$ cat config.mk
export PLATFORM = sky130hd
export DESIGN_NAME = log_line_keyword_classifier
export DESIGN_NICKNAME = d
export VERILOG_FILES = /design/src/design/llkc_pkg.sv /design/src/design/llkc_cell.sv /design/src/design/llkc_match.sv /design/src/design/log_line_keyword_classifier.sv
export SDC_FILE = /design/constraint.sdc
export NUM_CORES = 1
export LEC_CHECK = 0
export BUFFER_PORTS_ARGS = -buffer_cell sky130_fd_sc_hd__clkbuf_2
export CAP_MARGIN = 20
export CORE_MARGIN = 8
export CORE_UTILIZATION = 40
export DETAILED_ROUTE_END_ITERATION = 16
export GPL_TIMING_DRIVEN = 0
export PLACE_DENSITY_LB_ADDON = 0.25
export SLEW_MARGIN = 10
export SYNTH_ARGS = -nofsm -noshare
export SYNTH_HDL_FRONTEND = slang
export SYNTH_SLANG_ARGS = --single-unit
$ cat constraint.sdc
create_clock -name clk -period 2 [get_ports clk]
set_input_delay 0.2 -clock clk [delete_from_list [all_inputs] [get_ports clk]]
set_output_delay 0.2 -clock clk [all_outputs]
set_load 0.03 [all_outputs]
$ cat src/design/llkc_pkg.sv
// ----------------------------------------------------------------------------
// llkc_pkg
// Shared types, constants and the keyword table of the log line classifier.
// ----------------------------------------------------------------------------
package llkc_pkg;

  localparam int WIN_DEPTH = 18;
  localparam int KW_MAX    = WIN_DEPTH + 1;
  localparam int KW_NUM    = 26;
  localparam int CAT_NUM   = 8;

  typedef logic [7:0]           byte_t;
  typedef logic [CAT_NUM-1:0]   cat_mask_t;
  typedef logic [KW_MAX*8-1:0]  kw_text_t;
  typedef logic [4:0]           kw_len_t;
  typedef logic [2:0]           kw_cat_t;
  typedef logic [KW_MAX-1:0][7:0] match_buf_t;

  typedef enum logic [2:0] {
    CAT_STARTUP    = 3'd0,
    CAT_FAILED     = 3'd1,
    CAT_WARN       = 3'd2,
    CAT_ERROR      = 3'd3,
    CAT_HARDWARE   = 3'd4,
    CAT_NETWORK    = 3'd5,
    CAT_AUTH       = 3'd6,
    CAT_FILESYSTEM = 3'd7
  } cat_e;

  typedef struct packed {
    logic shift;
    logic clear;
  } cell_ctl_t;

  // Text is right-justified: the last keyword byte sits in bits [7:0].
  localparam kw_text_t KW_TEXT [KW_NUM] = '{
    kw_text_t'("startup finished in"), kw_text_t'("reached target"),
    kw_text_t'("failed"),   kw_text_t'("warn"),     kw_text_t'("error"),
    kw_text_t'("critical"), kw_text_t'("usb"),      kw_text_t'("pci"),
    kw_text_t'("sda"),      kw_text_t'("nvme"),     kw_text_t'("driver"),
    kw_text_t'("firmware"), kw_text_t'("network"),  kw_text_t'("eth0"),
    kw_text_t'("wlan"),     kw_text_t'("dhcp"),     kw_text_t'("ip"),
    kw_text_t'("sudo"),     kw_text_t'("authentication"), kw_text_t'("passwd"),
    kw_text_t'("login"),    kw_text_t'("mount"),    kw_text_t'("fsck"),
    kw_text_t'("ext4"),     kw_text_t'("btrfs"),    kw_text_t'("ntfs")
  };

  localparam kw_len_t KW_LEN [KW_NUM] = '{
    5'd19, 5'd14, 5'd6, 5'd4, 5'd5, 5'd8, 5'd3, 5'd3, 5'd3, 5'd4, 5'd6,
    5'd8, 5'd7, 5'd4, 5'd4, 5'd4, 5'd2, 5'd4, 5'd14, 5'd6, 5'd5, 5'd5,
    5'd4, 5'd4, 5'd5, 5'd4
  };

  localparam cat_e KW_CAT [KW_NUM] = '{
    CAT_STARTUP, CAT_STARTUP, CAT_FAILED, CAT_WARN, CAT_ERROR, CAT_ERROR,
    CAT_HARDWARE, CAT_HARDWARE, CAT_HARDWARE, CAT_HARDWARE, CAT_HARDWARE,
    CAT_HARDWARE, CAT_NETWORK, CAT_NETWORK, CAT_NETWORK, CAT_NETWORK,
    CAT_NETWORK, CAT_AUTH, CAT_AUTH, CAT_AUTH, CAT_AUTH, CAT_FILESYSTEM,
    CAT_FILESYSTEM, CAT_FILESYSTEM, CAT_FILESYSTEM, CAT_FILESYSTEM
  };

  function automatic byte_t fold_case(input byte_t c);
    byte_t r;
    r = c;
    if (c >= 8'h41 && c <= 8'h5A) begin
      r = c + 8'h20;
    end
    return r;
  endfunction

endpackage

$ cat src/design/llkc_cell.sv
// ----------------------------------------------------------------------------
// llkc_cell
// One byte of the line window; takes its neighbor's byte on each shift.
// ----------------------------------------------------------------------------
module llkc_cell (
  input  logic              clk,
  input  logic              rst_n,
  input  llkc_pkg::cell_ctl_t ctl,
  input  llkc_pkg::byte_t   d_in,
  output llkc_pkg::byte_t   q
);
  import llkc_pkg::*;

  byte_t byte_r;
  byte_t byte_nxt;

  always_comb begin
    byte_nxt = byte_r;
    if (ctl.clear) begin
      byte_nxt = '0;
    end else if (ctl.shift) begin
      byte_nxt = d_in;
    end
  end

  always_ff @(posedge clk) begin
    if (!rst_n) begin
      byte_r <= '0;
    end else begin
      byte_r <= byte_nxt;
    end
  end

  assign q = byte_r;

endmodule

$ cat src/design/llkc_match.sv
// ----------------------------------------------------------------------------
// llkc_match
// Parallel compare of the current byte and window against the keyword table.
// ----------------------------------------------------------------------------
module llkc_match (
  input  llkc_pkg::match_buf_t buf_in,
  output llkc_pkg::cat_mask_t  hit
);
  import llkc_pkg::*;

  logic [KW_NUM-1:0] kw_hit;

  always_comb begin
    for (int k = 0; k < KW_NUM; k++) begin
      kw_hit[k] = 1'b1;
      for (int i = 0; i < KW_MAX; i++) begin
        if (5'(i) < KW_LEN[k] && buf_in[i] != KW_TEXT[k][i*8 +: 8]) begin
          kw_hit[k] = 1'b0;
        end
      end
    end
  end

  always_comb begin
    hit = '0;
    for (int k = 0; k < KW_NUM; k++) begin
      if (kw_hit[k]) begin
        hit[KW_CAT[k]] = 1'b1;
      end
    end
  end

endmodule

$ cat src/design/log_line_keyword_classifier.sv
// ----------------------------------------------------------------------------
// log_line_keyword_classifier
// Streams log bytes and gives a keyword category mask at each line end.
// ----------------------------------------------------------------------------
// Input channel: one text byte per beat (in_text_byte) with in_line_end set
// on the last byte of a line. Bytes are matched case-insensitively against
// the keyword table; a zero byte ends the text of its line and later bytes
// of that line are ignored, though their line end still counts.
// Output channel: one category_mask beat per line, bit k for category k.
// Throughput: one byte per cycle while in_ready is high, set by the 18-cell
// window shift chain and the combinational keyword compare against it.
// The mask is registered and is on out_category_mask in the cycle after the
// line end beat is taken. The output register holds it while out_ready is
// low; a new byte is still taken as long as the register is empty or being
// drained, so a stalled receiver only holds the input back while a mask waits.
// Reset: window, running mask and zero flag clear; no output is pending.
// ----------------------------------------------------------------------------
module log_line_keyword_classifier (
  input  logic                  clk,
  input  logic                  rst_n,
  input  logic                  in_valid,
  output logic                  in_ready,
  input  llkc_pkg::byte_t       in_text_byte,
  input  logic                  in_line_end,
  output logic                  out_valid,
  input  logic                  out_ready,
  output llkc_pkg::cat_mask_t   out_category_mask
);
  import llkc_pkg::*;

  logic       beat;
  logic       live;
  byte_t      folded;
  cell_ctl_t  ctl;
  match_buf_t buf_vec;
  cat_mask_t  hit;
  cat_mask_t  line_mask;

  cat_mask_t  running_mask_r, running_mask_nxt;
  logic       zero_seen_r, zero_seen_nxt;
  logic       out_valid_r, out_valid_nxt;
  cat_mask_t  out_mask_r, out_mask_nxt;

  assign in_ready = !out_valid_r || out_ready;
  assign beat     = in_valid && in_ready;
  assign folded   = fold_case(in_text_byte);
  assign live     = !zero_seen_r && (in_text_byte != '0);

  assign ctl.shift = beat && live;
  assign ctl.clear = beat && in_line_end;

  assign buf_vec[0] = folded;

  for (genvar g = 0; g < WIN_DEPTH; g++) begin : g_win
    llkc_cell u_cell (
      .clk   (clk),
      .rst_n (rst_n),
      .ctl   (ctl),
      .d_in  (buf_vec[g]),
      .q     (buf_vec[g+1])
    );
  end

  llkc_match u_match (
    .buf_in (buf_vec),
    .hit    (hit)
  );

  assign line_mask = live ? (running_mask_r | hit) : running_mask_r;

  always_comb begin
    running_mask_nxt = running_mask_r;
    zero_seen_nxt    = zero_seen_r;
    out_valid_nxt    = out_valid_r && !out_ready;
    out_mask_nxt     = out_mask_r;
    if (beat) begin
      if (in_line_end) begin
        running_mask_nxt = '0;
        zero_seen_nxt    = 1'b0;
        out_valid_nxt    = 1'b1;
        out_mask_nxt     = line_mask;
      end else begin
        running_mask_nxt = line_mask;
        zero_seen_nxt    = zero_seen_r || (in_text_byte == '0);
      end
    end
  end

  always_ff @(posedge clk) begin
    if (!rst_n) begin
      running_mask_r <= '0;
      zero_seen_r    <= 1'b0;
      out_valid_r    <= 1'b0;
    end else begin
      running_mask_r <= running_mask_nxt;
      zero_seen_r    <= zero_seen_nxt;
      out_valid_r    <= out_valid_nxt;
    end
  end

  always_ff @(posedge clk) begin
    out_mask_r <= out_mask_nxt;
  end

  assign out_valid         = out_valid_r;
  assign out_category_mask = out_mask_r;

`ifndef SYNTHESIS
  a_line_end_clears: assert property (@(posedge clk) disable iff (!rst_n)
    (beat && in_line_end) |=> (running_mask_r == '0) && !zero_seen_r && out_valid_r)
    else $error("line state not cleared after line end beat");

  a_zero_sticky: assert property (@(posedge clk) disable iff (!rst_n)
    (zero_seen_r && !(beat && in_line_end)) |=> zero_seen_r)
    else $error("zero flag dropped inside a line");

  a_mask_grows: assert property (@(posedge clk) disable iff (!rst_n)
    !(beat && in_line_end) |=>
      ((running_mask_r & $past(running_mask_r)) == $past(running_mask_r)))
    else $error("running mask lost a bit inside a line");

  a_zero_freezes_mask: assert property (@(posedge clk) disable iff (!rst_n)
    (zero_seen_r && !(beat && in_line_end)) |=> $stable(running_mask_r))
    else $error("mask changed after zero byte");
`endif

endmodule
# Yosys cells after proc, flatten, opt, wreduce, memory -nomap -nowiden
# Cells that the tools add are included.
classes:
  add_sub_neg: 1
  magnitude_cmp: 2
  n_eq_ne: 102
  mux: 174
  n_bitwise: 2
  reduce_logical: 15
op_table:
  columns: ["operator", "count"]
  rows:
  - ["$ne A8 B7 Y1 const B", 97]
  - ["$mux W1", 171]
  - ["$ne A8 B6 Y1 const B", 5]
  - ["$mux W8", 3]
  - ["$add A8 B6 Y8 const B", 1]
  - ["$ge A8 B7 Y1 const B", 1]
  - ["$le A8 B7 Y1 const B", 1]
  - ["$logic_not A8 Y1", 1]
  - ["$or A8 B8 Y8", 1]
  - ["$reduce_bool A8 Y1", 1]
  - ["$logic_and A1 B1 Y1", 6]
  - ["$logic_not A1 Y1", 3]
  - ["$logic_or A1 B1 Y1", 2]
  - ["$reduce_and A2 Y1", 1]
  - ["$reduce_or A2 Y1", 1]
  - ["$not A1 Y1", 1]
totals:
  ff_bits: 162
  output_inout_bits: 10
  elab_cells: 318

# Logic depth before layout (Yosys ltp)
# Gate-level depths: netlist (run 1).
depth:
  ltp_word: 28
  ltp_mapped: 9
  mapped_depth_nobuf: 7

# Hierarchy
# From an unflattened synthesis (run 1), not the netlist that was laid out.
hier_totals:
  cells_unflattened: 803
  hier_area_um2: 7766.2
by_module_without_submodules:
  columns: ["mod", "n_inst", "cells_per_inst", "area_each_um2", "seq_area_each_um2"]
  rows:
  - ["llkc_cell", 18, 27, 292.8, 160.2]
  - ["llkc_match", 1, 230, 1581.5, 0.0]
  - ["log_line_keyword_classifier", 1, 87, 914.6, 440.4]

# Worst setup path after synthesis (run 1)
# OpenSTA, ideal clock, no wires.
synth_path:
  path_type: "register -> register"
  startpoint: "register out_valid_r, in the netlist out_valid"
  endpoint: "register g_win[10].u_cell.byte_r[7]"
  setup_time_ns: 0.132
  t_arrival_ns: 1.915
  required_ns: 1.868
  slack_ns: -0.047
  path_stages_with_launch: 9
  n_path_buf: 3
  synth_period_minus_slack_ns: 2.047
  cell_sequence: "dfxtp_1 -> nand2b_1 -> and2_1 -> buf_4 -> nand2_1 -> nand2_1 -> clkbuf_1 -> clkbuf_1 -> a21oi_1"
synth_via:
  elab_chain_cells: 5
synth_rtl:
  columns: ["item", "line", "rtl"]
  rows:
  - ["start, declared", "log_line_keyword_classifier.sv:41", "logic out_valid_r, out_valid_nxt;"]
  - ["start signal, assigned", "log_line_keyword_classifier.sv:97", "out_valid_r <= out_valid_nxt;"]
  - ["$logic_not A1 Y1 (*)", "log_line_keyword_classifier.sv:44", "assign in_ready = !out_valid_r || out_ready;"]
  - ["$logic_or A1 B1 Y1 (*)", "log_line_keyword_classifier.sv:44", null]
  - ["net in_ready", "log_line_keyword_classifier.sv:22", "output logic in_ready,"]
  - ["$logic_and A1 B1 Y1 (*)", "log_line_keyword_classifier.sv:45", "assign beat = in_valid && in_ready;"]
  - ["$logic_and A1 B1 Y1", "log_line_keyword_classifier.sv:50", "assign ctl.clear = beat && in_line_end;"]
  - ["$reduce_or A2 Y1 (no line)", null, null]
  - ["end signal, assigned", "llkc_cell.sv:30", "byte_r <= byte_nxt;"]
  - ["end, declared", "llkc_cell.sv:14", "byte_t byte_r;"]
# The timed path passes the listed nets; every way through them passes the cells marked *.
# A chain may end at the register's enable or synchronous reset.

# Final worst setup path (run 1)
layout_path:
  startpoint: "register g_win[8].u_cell.byte_r[1]"
  endpoint: "register out_mask_r[6], in the netlist out_category_mask[6], data pin"
layout_via:
  elab_chain_cells: 11
layout_rtl:
  columns: ["item", "line", "rtl"]
  rows:
  - ["start, declared", "llkc_cell.sv:14", null]
  - ["start signal, assigned", "llkc_cell.sv:30", null]
  - ["$ne A8 B7 Y1", "llkc_match.sv:17", "if (5'(i) < KW_LEN[k] && buf_in[i] != KW_TEXT[k][i*8 +: 8]) begin"]
  - ["$mux W1 (5 in a row)", "llkc_match.sv:17", null]
  - ["$mux W1 (3 in a row)", "llkc_match.sv:27", "if (kw_hit[k]) begin"]
  - ["$or A8 B8 Y8", "log_line_keyword_classifier.sv:69", "assign line_mask = live ? (running_mask_r | hit) : running_mask_r;"]
  - ["$mux W8", "log_line_keyword_classifier.sv:69", null]
  - ["net line_mask[6]", "log_line_keyword_classifier.sv:37", "cat_mask_t line_mask;"]
  - ["end signal, assigned", "log_line_keyword_classifier.sv:102", "out_mask_r <= out_mask_nxt;"]
  - ["end, declared", "log_line_keyword_classifier.sv:42", "cat_mask_t out_mask_r, out_mask_nxt;"]
# The timed path passes the listed nets, and every way through them passes these cells.

==> results of run 1 <==
## worst max-delay path, stage by stage, from the launching register on
cell       delay [ps]
dfxtp_2           330
nand4bb_1         220
or4_4             520
or4_4             460
nor4_4            340
o311ai_4          140
nand2_1            90
## what timing repair did
item,CTS,global route
pin swaps,18,21
gates resized for setup,74,39
hold buffers,0,0
setup endpoints to repair,160,92
buffers inserted,8,6
## cell type report
type                    instances  area [µm²]
fillers                      1798        9550
multi-input cells             727        4180
flip-flops and latches        162        3380
clock buffers                  19         443
plain buffers                  56         293
well taps                     234         293
repair buffers                 33         213
clock inverters                13         148
inverters                       7        26.3
## metal layers
layer	routed length, µm	GRT usage, %	part of all wire, %	vias up
met3	1550	4.91	6.6	56
li1	-	-	-	3462
met4	766	8.39	3.3	0
met2	10500	30.7	45	266
met1	10600	25.8	45	3434
met5	0	0	0	-
## synth_stat cells, types with 4 or more instances
master	n	area [µm²]
buf_1	4	15.0
nor4_1	21	131
or4bb_1	4	45.0
buf_2	23	115
nor4b_1	8	70.1
nor4bb_1	12	120
nand4b_1	14	123
and2_1	4	25.0
nand2b_1	16	100
nor3_1	17	85.1
dfxtp_1	154	3080
a21oi_1	148	741
nand3_1	16	80.1
and4b_1	6	60.1
or3_1	5	31.3
nand2_1	307	1150
or2_2	4	25.0
nand4_1	22	138
nor2_1	29	109
and3_1	5	31.3
nor3b_1	4	30.0
inv_1	7	26.3
o21ai_0	5	25.0
or4_1	7	52.6
clkbuf_1	33	124
edfxtp_1	8	240
nor2b_1	10	62.6
## power breakdown
part | total (mW) | switching, mW | internal, mW
combinational | 0.442 | 0.330 | 0.112
sequential | 3.31 | 0.0369 | 3.27
clock | 3.27 | 1.48 | 1.80
total | 7.02 | 1.84 | 5.18
## flip-flops by register name, indices dropped and copies added, names as in the netlist
name	count
zero_seen_r	1
out_category_mask	8
g_win.u_cell.q	144
running_mask_r	8
out_valid	1
## logic make-up (layout without fill, tap and decap cells)
logic type | after synthesis | count (layout) | share of synthesized area [%]
simple gates | 541 | 541 | 37.4
compound gates | 185 | 185 | 13.8
flops | 162 | 162 | 44.5
buf+inv | 71 | 128 | 4.17
fa+ha+maj | 1 | 1 | 0.167
## how the worst max path moves through the flow
stage | from | endpoint | slack (ps) | cells past startpoint
3_5_place_dp | g_win[2].u_cell.q[2] | out_category_mask[0] | -860 | 7
6_report | g_win[8].u_cell.q[1] | out_category_mask[6] | -230 | 6
4_1_cts | g_win[12].u_cell.q[1] | out_category_mask[0] | -250 | 6
3_3_place_gp | in_text_byte[6] | g_win[5].u_cell.q[4] | -860 | 10
5_1_grt | g_win[10].u_cell.q[1] | out_category_mask[0] | -290 | 6
2_1_floorplan | g_win[5].u_cell.q[1] | out_category_mask[6] | 0.01 | 6
==> summary.txt, run 1 <==
Floorplan
  – Row cnt: 50
  – Core area: approximately 0.019 mm²
  – Initial Utilization: 40.4%
  – Die Wd: 153 µm
  – Die Area: 0.0233 mm²
  – # IOs: 23
  – Die span in y: 153 µm

Critical path
  – Worst path required time: 2310 ps
  – Critical-path maximum fanout: 3
  – Critical Path AT: 2530 ps
  – Length in cells of the worst reg-to-reg path: 6
  – FF-to-FF Start: g_win[8].u_cell.q[1]
  – Startpoint types: flop
  – Crit. End Element: flop
  – R2r setup slk: -230 ps
  – Reg2Reg Capture Point: out_category_mask[6]
  – Crit path kind: flop to flop

Logic synthesis
  – Post-synthesis async set-or-reset flop share: 0%
  – Mapped cell area: 0.00747 mm²
  – Cells after Synth: 960
  – Synth unique cells: 65
  – Syn Area/Cell: a little under 8 µm²
  – Syn_nets: 974
  – Register area share after synthesis: 44.5%
  – Yosys warns: 0
  – FF+latch count, synth: around 160
  – EDFF count, synth: 8
  – Most common flop cell mapped by yosys: dfxtp_1

Placement
  – DP HPWL: ~17000 µm
  – Placer Congestion: 0.953
  – Buffers on Ports: 19
  – Dpl cell area: roughly 0.0079 mm²
  – Pre-CTS setup slack: -862 ps
  – Placed cells: 1213

Status
  – Violated checks: negative setup slack
  – Status: finished with violations

Detailed routing
  – DR vias/cell: 5.77
  – ANT nets after route: 0
  – DRT iter0 DRCs: 681
  – Via count: between 7000 and 8000
  – 1st-pass router iterations: 5
  – Remaining DRCs: 0
  – WL/cell: 18.7 µm
  – Final Routed Wirelength: approximately 23000 µm

Final layout
  – Layout cells sized above 1: a little under a fifth
  – Fin cells: 1251
  – Post-layout util: 48.4%
  – Diodes inserted: 0
  – Area grow syn2layout: 20.0%
  – Commonest non-fill, non-tap cell in the layout: nand2_1
  – Net count, final: 1018
  – Post-Layout Inst Area: 0.00897 mm²
  – Most frequent cells in the layout: 306 x nand2_1, 146 x a21oi_1, 120 x dfxtp_1

Clock tree
  – Worst-Skew Late Latency: 440 ps
  – Clk sink count: 162
  – CTS tree: built
  – H-Tree Depth: 4
  – Clock tree buffer depth: 2
  – Clock transition at the registers of the reported paths: ~70 ps
  – Number of CTS-inserted buffers: 17
  – Root Buffer: clkbuf_16

STA
  – Fmax: 0.449 GHz
  – RSZ-0062 raised after global routing: true
  – Clock Skew: ~15 ps
  – Slew @ Worst Pin: 644 ps
  – Period Utilization, post-route: 111%
  – Relative slew slack: 56.6%
  – Worst hold margin: 64.0 ps
  – Final setup vio count: 12
  – Final Hold Fails: 0
  – Setup TNS: -1840 ps
  – Slack of the critical path: -229 ps
  – Min cycle time layout: 2230 ps
  – Fin. max-slew vios: 0

Power
  – Worst vdd ir: 0.557 mV
  – P_leak: roughly 2.8 nW
  – Post-layout power: 7.02 mW
  – Cell Pwr Density: 783 mW/mm²

Min path
  – Worst Hold End: out_valid
  – Min-Delay Path Depth: 2
  – Hold crit path type: primary input to flop
  – Min-delay src: rst_n

Run
  – Max-cap viol count: 0

GRT
  – Largest net degree at the start of global routing: 17
  – Initial antenna violation count: 0
  – Gr usage total: 19.8%
  – Global-route wire length before repair: 37000 µm
  – Grt ovf: 0
  – Number of global-route vias before repair: 6775
(Power assumes the default switching activity.)
==> run 2, diff against run 1 <==
--- a/config.mk
+++ b/config.mk
@@ -7,11 +7,13 @@
 export LEC_CHECK = 0
 export BUFFER_PORTS_ARGS = -buffer_cell sky130_fd_sc_hd__clkbuf_2
 export CAP_MARGIN = 20
+export CORE_ASPECT_RATIO = 0.75
 export CORE_MARGIN = 8
 export CORE_UTILIZATION = 40
 export DETAILED_ROUTE_END_ITERATION = 16
 export GPL_TIMING_DRIVEN = 0
 export PLACE_DENSITY_LB_ADDON = 0.25
+export RECOVER_POWER = 100
 export SLEW_MARGIN = 10
 export SYNTH_ARGS = -nofsm -noshare
 export SYNTH_HDL_FRONTEND = slang
==> run 2 against run 1 <==
  * The run still ends with negative setup slack left
  * Sequential power barely moved
  * First-iteration DRC count is 7.3% higher
  * Clock power is 10% higher
  * Die area up 0.19%
  * Final cell count up 1.3%
  * Combinational power is essentially flat
  * Total power rose by 4.8%
==> summary.txt, run 2 (synthesis results as in run 1) <==
Status
  – Status: finished with violations
  – Violated checks: negative setup slack

Floorplan
  – Die span in y: 134 µm (-12%)
  – Initial Utilization: 40.6% (+0.26 points)
  – Core area: 0.0184 mm² (-0.64%)
  – Die Wd: 174 µm (+14%)
  – Row cnt: 43 (-14%)
  – Die Area: 0.0234 mm² (+0.19%)
  – # IOs: 23 (unchanged)

Critical path
  – Crit path kind: flop to flop
  – WP buf/inv: 0 (unchanged)
  – FF-to-FF Start: g_win[4].u_cell.q[4]
  – Crit. End Element: flop
  – Critical-path maximum fanout: 4 (+1)
  – Family with the most delay on the worst path: simple AND/OR/NAND/NOR gates
  – Worst path max stage delay: 570 ps (+50 ps)
  – Startpoint types: flop
  – Worst path required time: 2370 ps (+60 ps)
  – Worst Setup SP: g_win[4].u_cell.q[4]
  – Critical-path top delay cell: or4b_4
  – Critical Path AT: 2660 ps (+130 ps)
  – Cell chain of the critical path: nand4bb_4 > or4b_4 > or4_4 > nor4_4 > a31o_2 > o211a_1

STA
  – Worst hold margin: 57.3 ps (-6.69 ps)
  – Clock Skew: 8.07 ps (-6.91 ps)
  – Slack of the critical path: -292 ps (-62.7 ps)
  – Relative slew slack: 53.2% (-3.4 points)
  – Fin. max-slew vios: 0 (unchanged)
  – Slew @ Worst Pin: 696 ps (+51.6 ps)
  – Final setup vio count: 14 (+2)
  – Final Hold Fails: 0 (unchanged)
  – RSZ-0062 raised after global routing: true
  – Fmax: 0.436 GHz (-2.7%)
  – Min cycle time layout: 2290 ps (+62.7 ps)
  – Period Utilization, post-route: 115% (+3.1 points)

Final layout
  – Area of the multi-input gates: 0.00421 mm² (+0.66%)
  – Layout cells sized above 1: 17.8% (-1.1 points)
  – Post-Layout Inst Area: 0.00906 mm² (+1.1%)
  – Net count, final: 1022 (+0.39%)
  – Diodes inserted: 0 (unchanged)
  – Commonest non-fill, non-tap cell in the layout: nand2_1
  – Area grow syn2layout: 21.3%
  – Most frequent cells in the layout: 305 x nand2_1, 146 x a21oi_1, 128 x dfxtp_1
  – Largest register FFs: 144 (unchanged)
  – Sequential Area: 0.00337 mm² (-0.30%)
  – FILL cells: 1839 (+2.3%)

Placement
  – Buffers on Ports: 19 (unchanged)
  – Placer Congestion: 0.939 (-1.5%)
  – Dpl cell area: 0.00791 mm² (+0.33%)
  – DP HPWL: 17200 µm (+3.2%)
  – Pre-CTS setup slack: -717 ps (+145 ps)

Clock tree
  – CTS Hold Bufs: 0 (unchanged)
  – Clock transition at the registers of the reported paths: 60 ps (about the same)
  – Number of CTS-inserted buffers: 17 (unchanged)
  – Root Buffer: clkbuf_16
  – Clk sink count: 162 (unchanged)
  – Clock tree buffer depth: 2 (unchanged)
  – CTS tree: built
  – H-Tree Depth: 4 (unchanged)
  – Worst-Skew Late Latency: 420 ps (-20 ps)

Detailed routing
  – WL/cell: 18.7 µm (+0.10%)
  – Remaining DRCs: 0 (unchanged)
  – DR vias/cell: 5.79 (+0.30%)
  – ANT nets after route: 0 (unchanged)
  – Via count: 7332 (+1.6%)
  – DRT iter0 DRCs: 731 (+7.3%)
  – Final Routed Wirelength: 23700 µm (+1.4%)
  – 1st-pass router iterations: 5 (unchanged)

GRT
  – Global-route wire length before repair: 37700 µm (+1.9%)
  – Number of global-route vias before repair: 6725 (-0.74%)
  – Grt ovf: 0 (unchanged)
  – Largest net degree at the start of global routing: 17 (unchanged)
  – Gr usage total: 20.1% (+0.25 points)
  – Initial antenna violation count: 0 (unchanged)

Min path
  – Hold crit path type: primary input to flop
  – Min-delay src: rst_n

Run
  – Max-cap viol count: 0 (unchanged)

Power
  – P_leak: 2.89 nW (+2.0%)
  – Cell Pwr Density: 812 mW/mm² (+3.7%)
  – Worst vdd ir: 0.433 mV (-22%)
==> run 2: cell types whose count changed in the layout (fill, tap and decap cells not counted), moves of 4 or more <==
cell       before  now
clkbuf_1       18   28
dfxtp_2        30   22
bufinv_16       1    5
dfxtp_1       120  128
==> run 2: final cells by class <==
| cell class | count | share of cell area (%) |
|---|---|---|
| Multi-Input combinational cell | 727 | 46.4 |
| Sequential cell | 162 | 37.1 |
| Clock buffer | 22 | 5.23 |
| Tap cell | 247 | 3.41 |
| Buffer | 56 | 3.11 |
| Timing Repair Buffer | 37 | 2.46 |
| Clock inverter | 9 | 1.97 |
| Inverter | 7 | 0.290 |
==> run 2: power by group <==
| part | switching, mW | leakage, nW | internal [mW] |
|---|---|---|---|
| sequential | 0.0353 | 1.33 | 3.27 |
| clock | 1.30 | 0.312 | 2.31 |
| combinational | 0.334 | 1.24 | 0.108 |
| total | 1.67 | 2.89 | 5.69 |
==> run 2: final timing paths <==
path                                              end  slack (ps)  cells after the start
worst max-delay path                running_mask_r[1]        -290                      6
worst min-delay path                        out_valid          60                      2
worst max register to register      running_mask_r[1]        -290                      6
worst min register to register  g_win[17].u_cell.q[1]         450                      2
==> run 2: layer usage <==
metal | GRT usage (%) | vias to the layer above | part of all wire, %
met5 | 0 | - | 0
met4 | 4.88 | 0 | 1.2
met3 | 5.53 | 31 | 9.2
met2 | 28.2 | 308 | 41
met1 | 29.5 | 3504 | 49
li1 | - | 3489 | -
==> run 2: what timing repair did <==
item,in CTS,in global routing
endpoints found under the setup margin,157,87
buffers inserted,9,8
resized for setup,88,24
pin swaps,21,8
gates cloned,0,0
==> run 2: per-stage QoR <==
step	power [mW]	cells	utilization, %	setup TNS [ps]
after floorplan	3.65	960	-	0
after global placement	3.80	1226	42.9	-90230
after detailed placement	3.79	1227	43.0	-86430
after CTS	7.38	1260	48.6	-2020
after global routing	7.57	1267	49.3	-7270
final	7.36	1267	49.3	-2560
==> run 2: worst reg2reg max path: stages, from the launching register on <==
cell,delay [ps]
dfxtp_2,340
nand4bb_4,260
or4b_4,570
or4_4,470
nor4_4,240
a31o_2,230
o211a_1,130
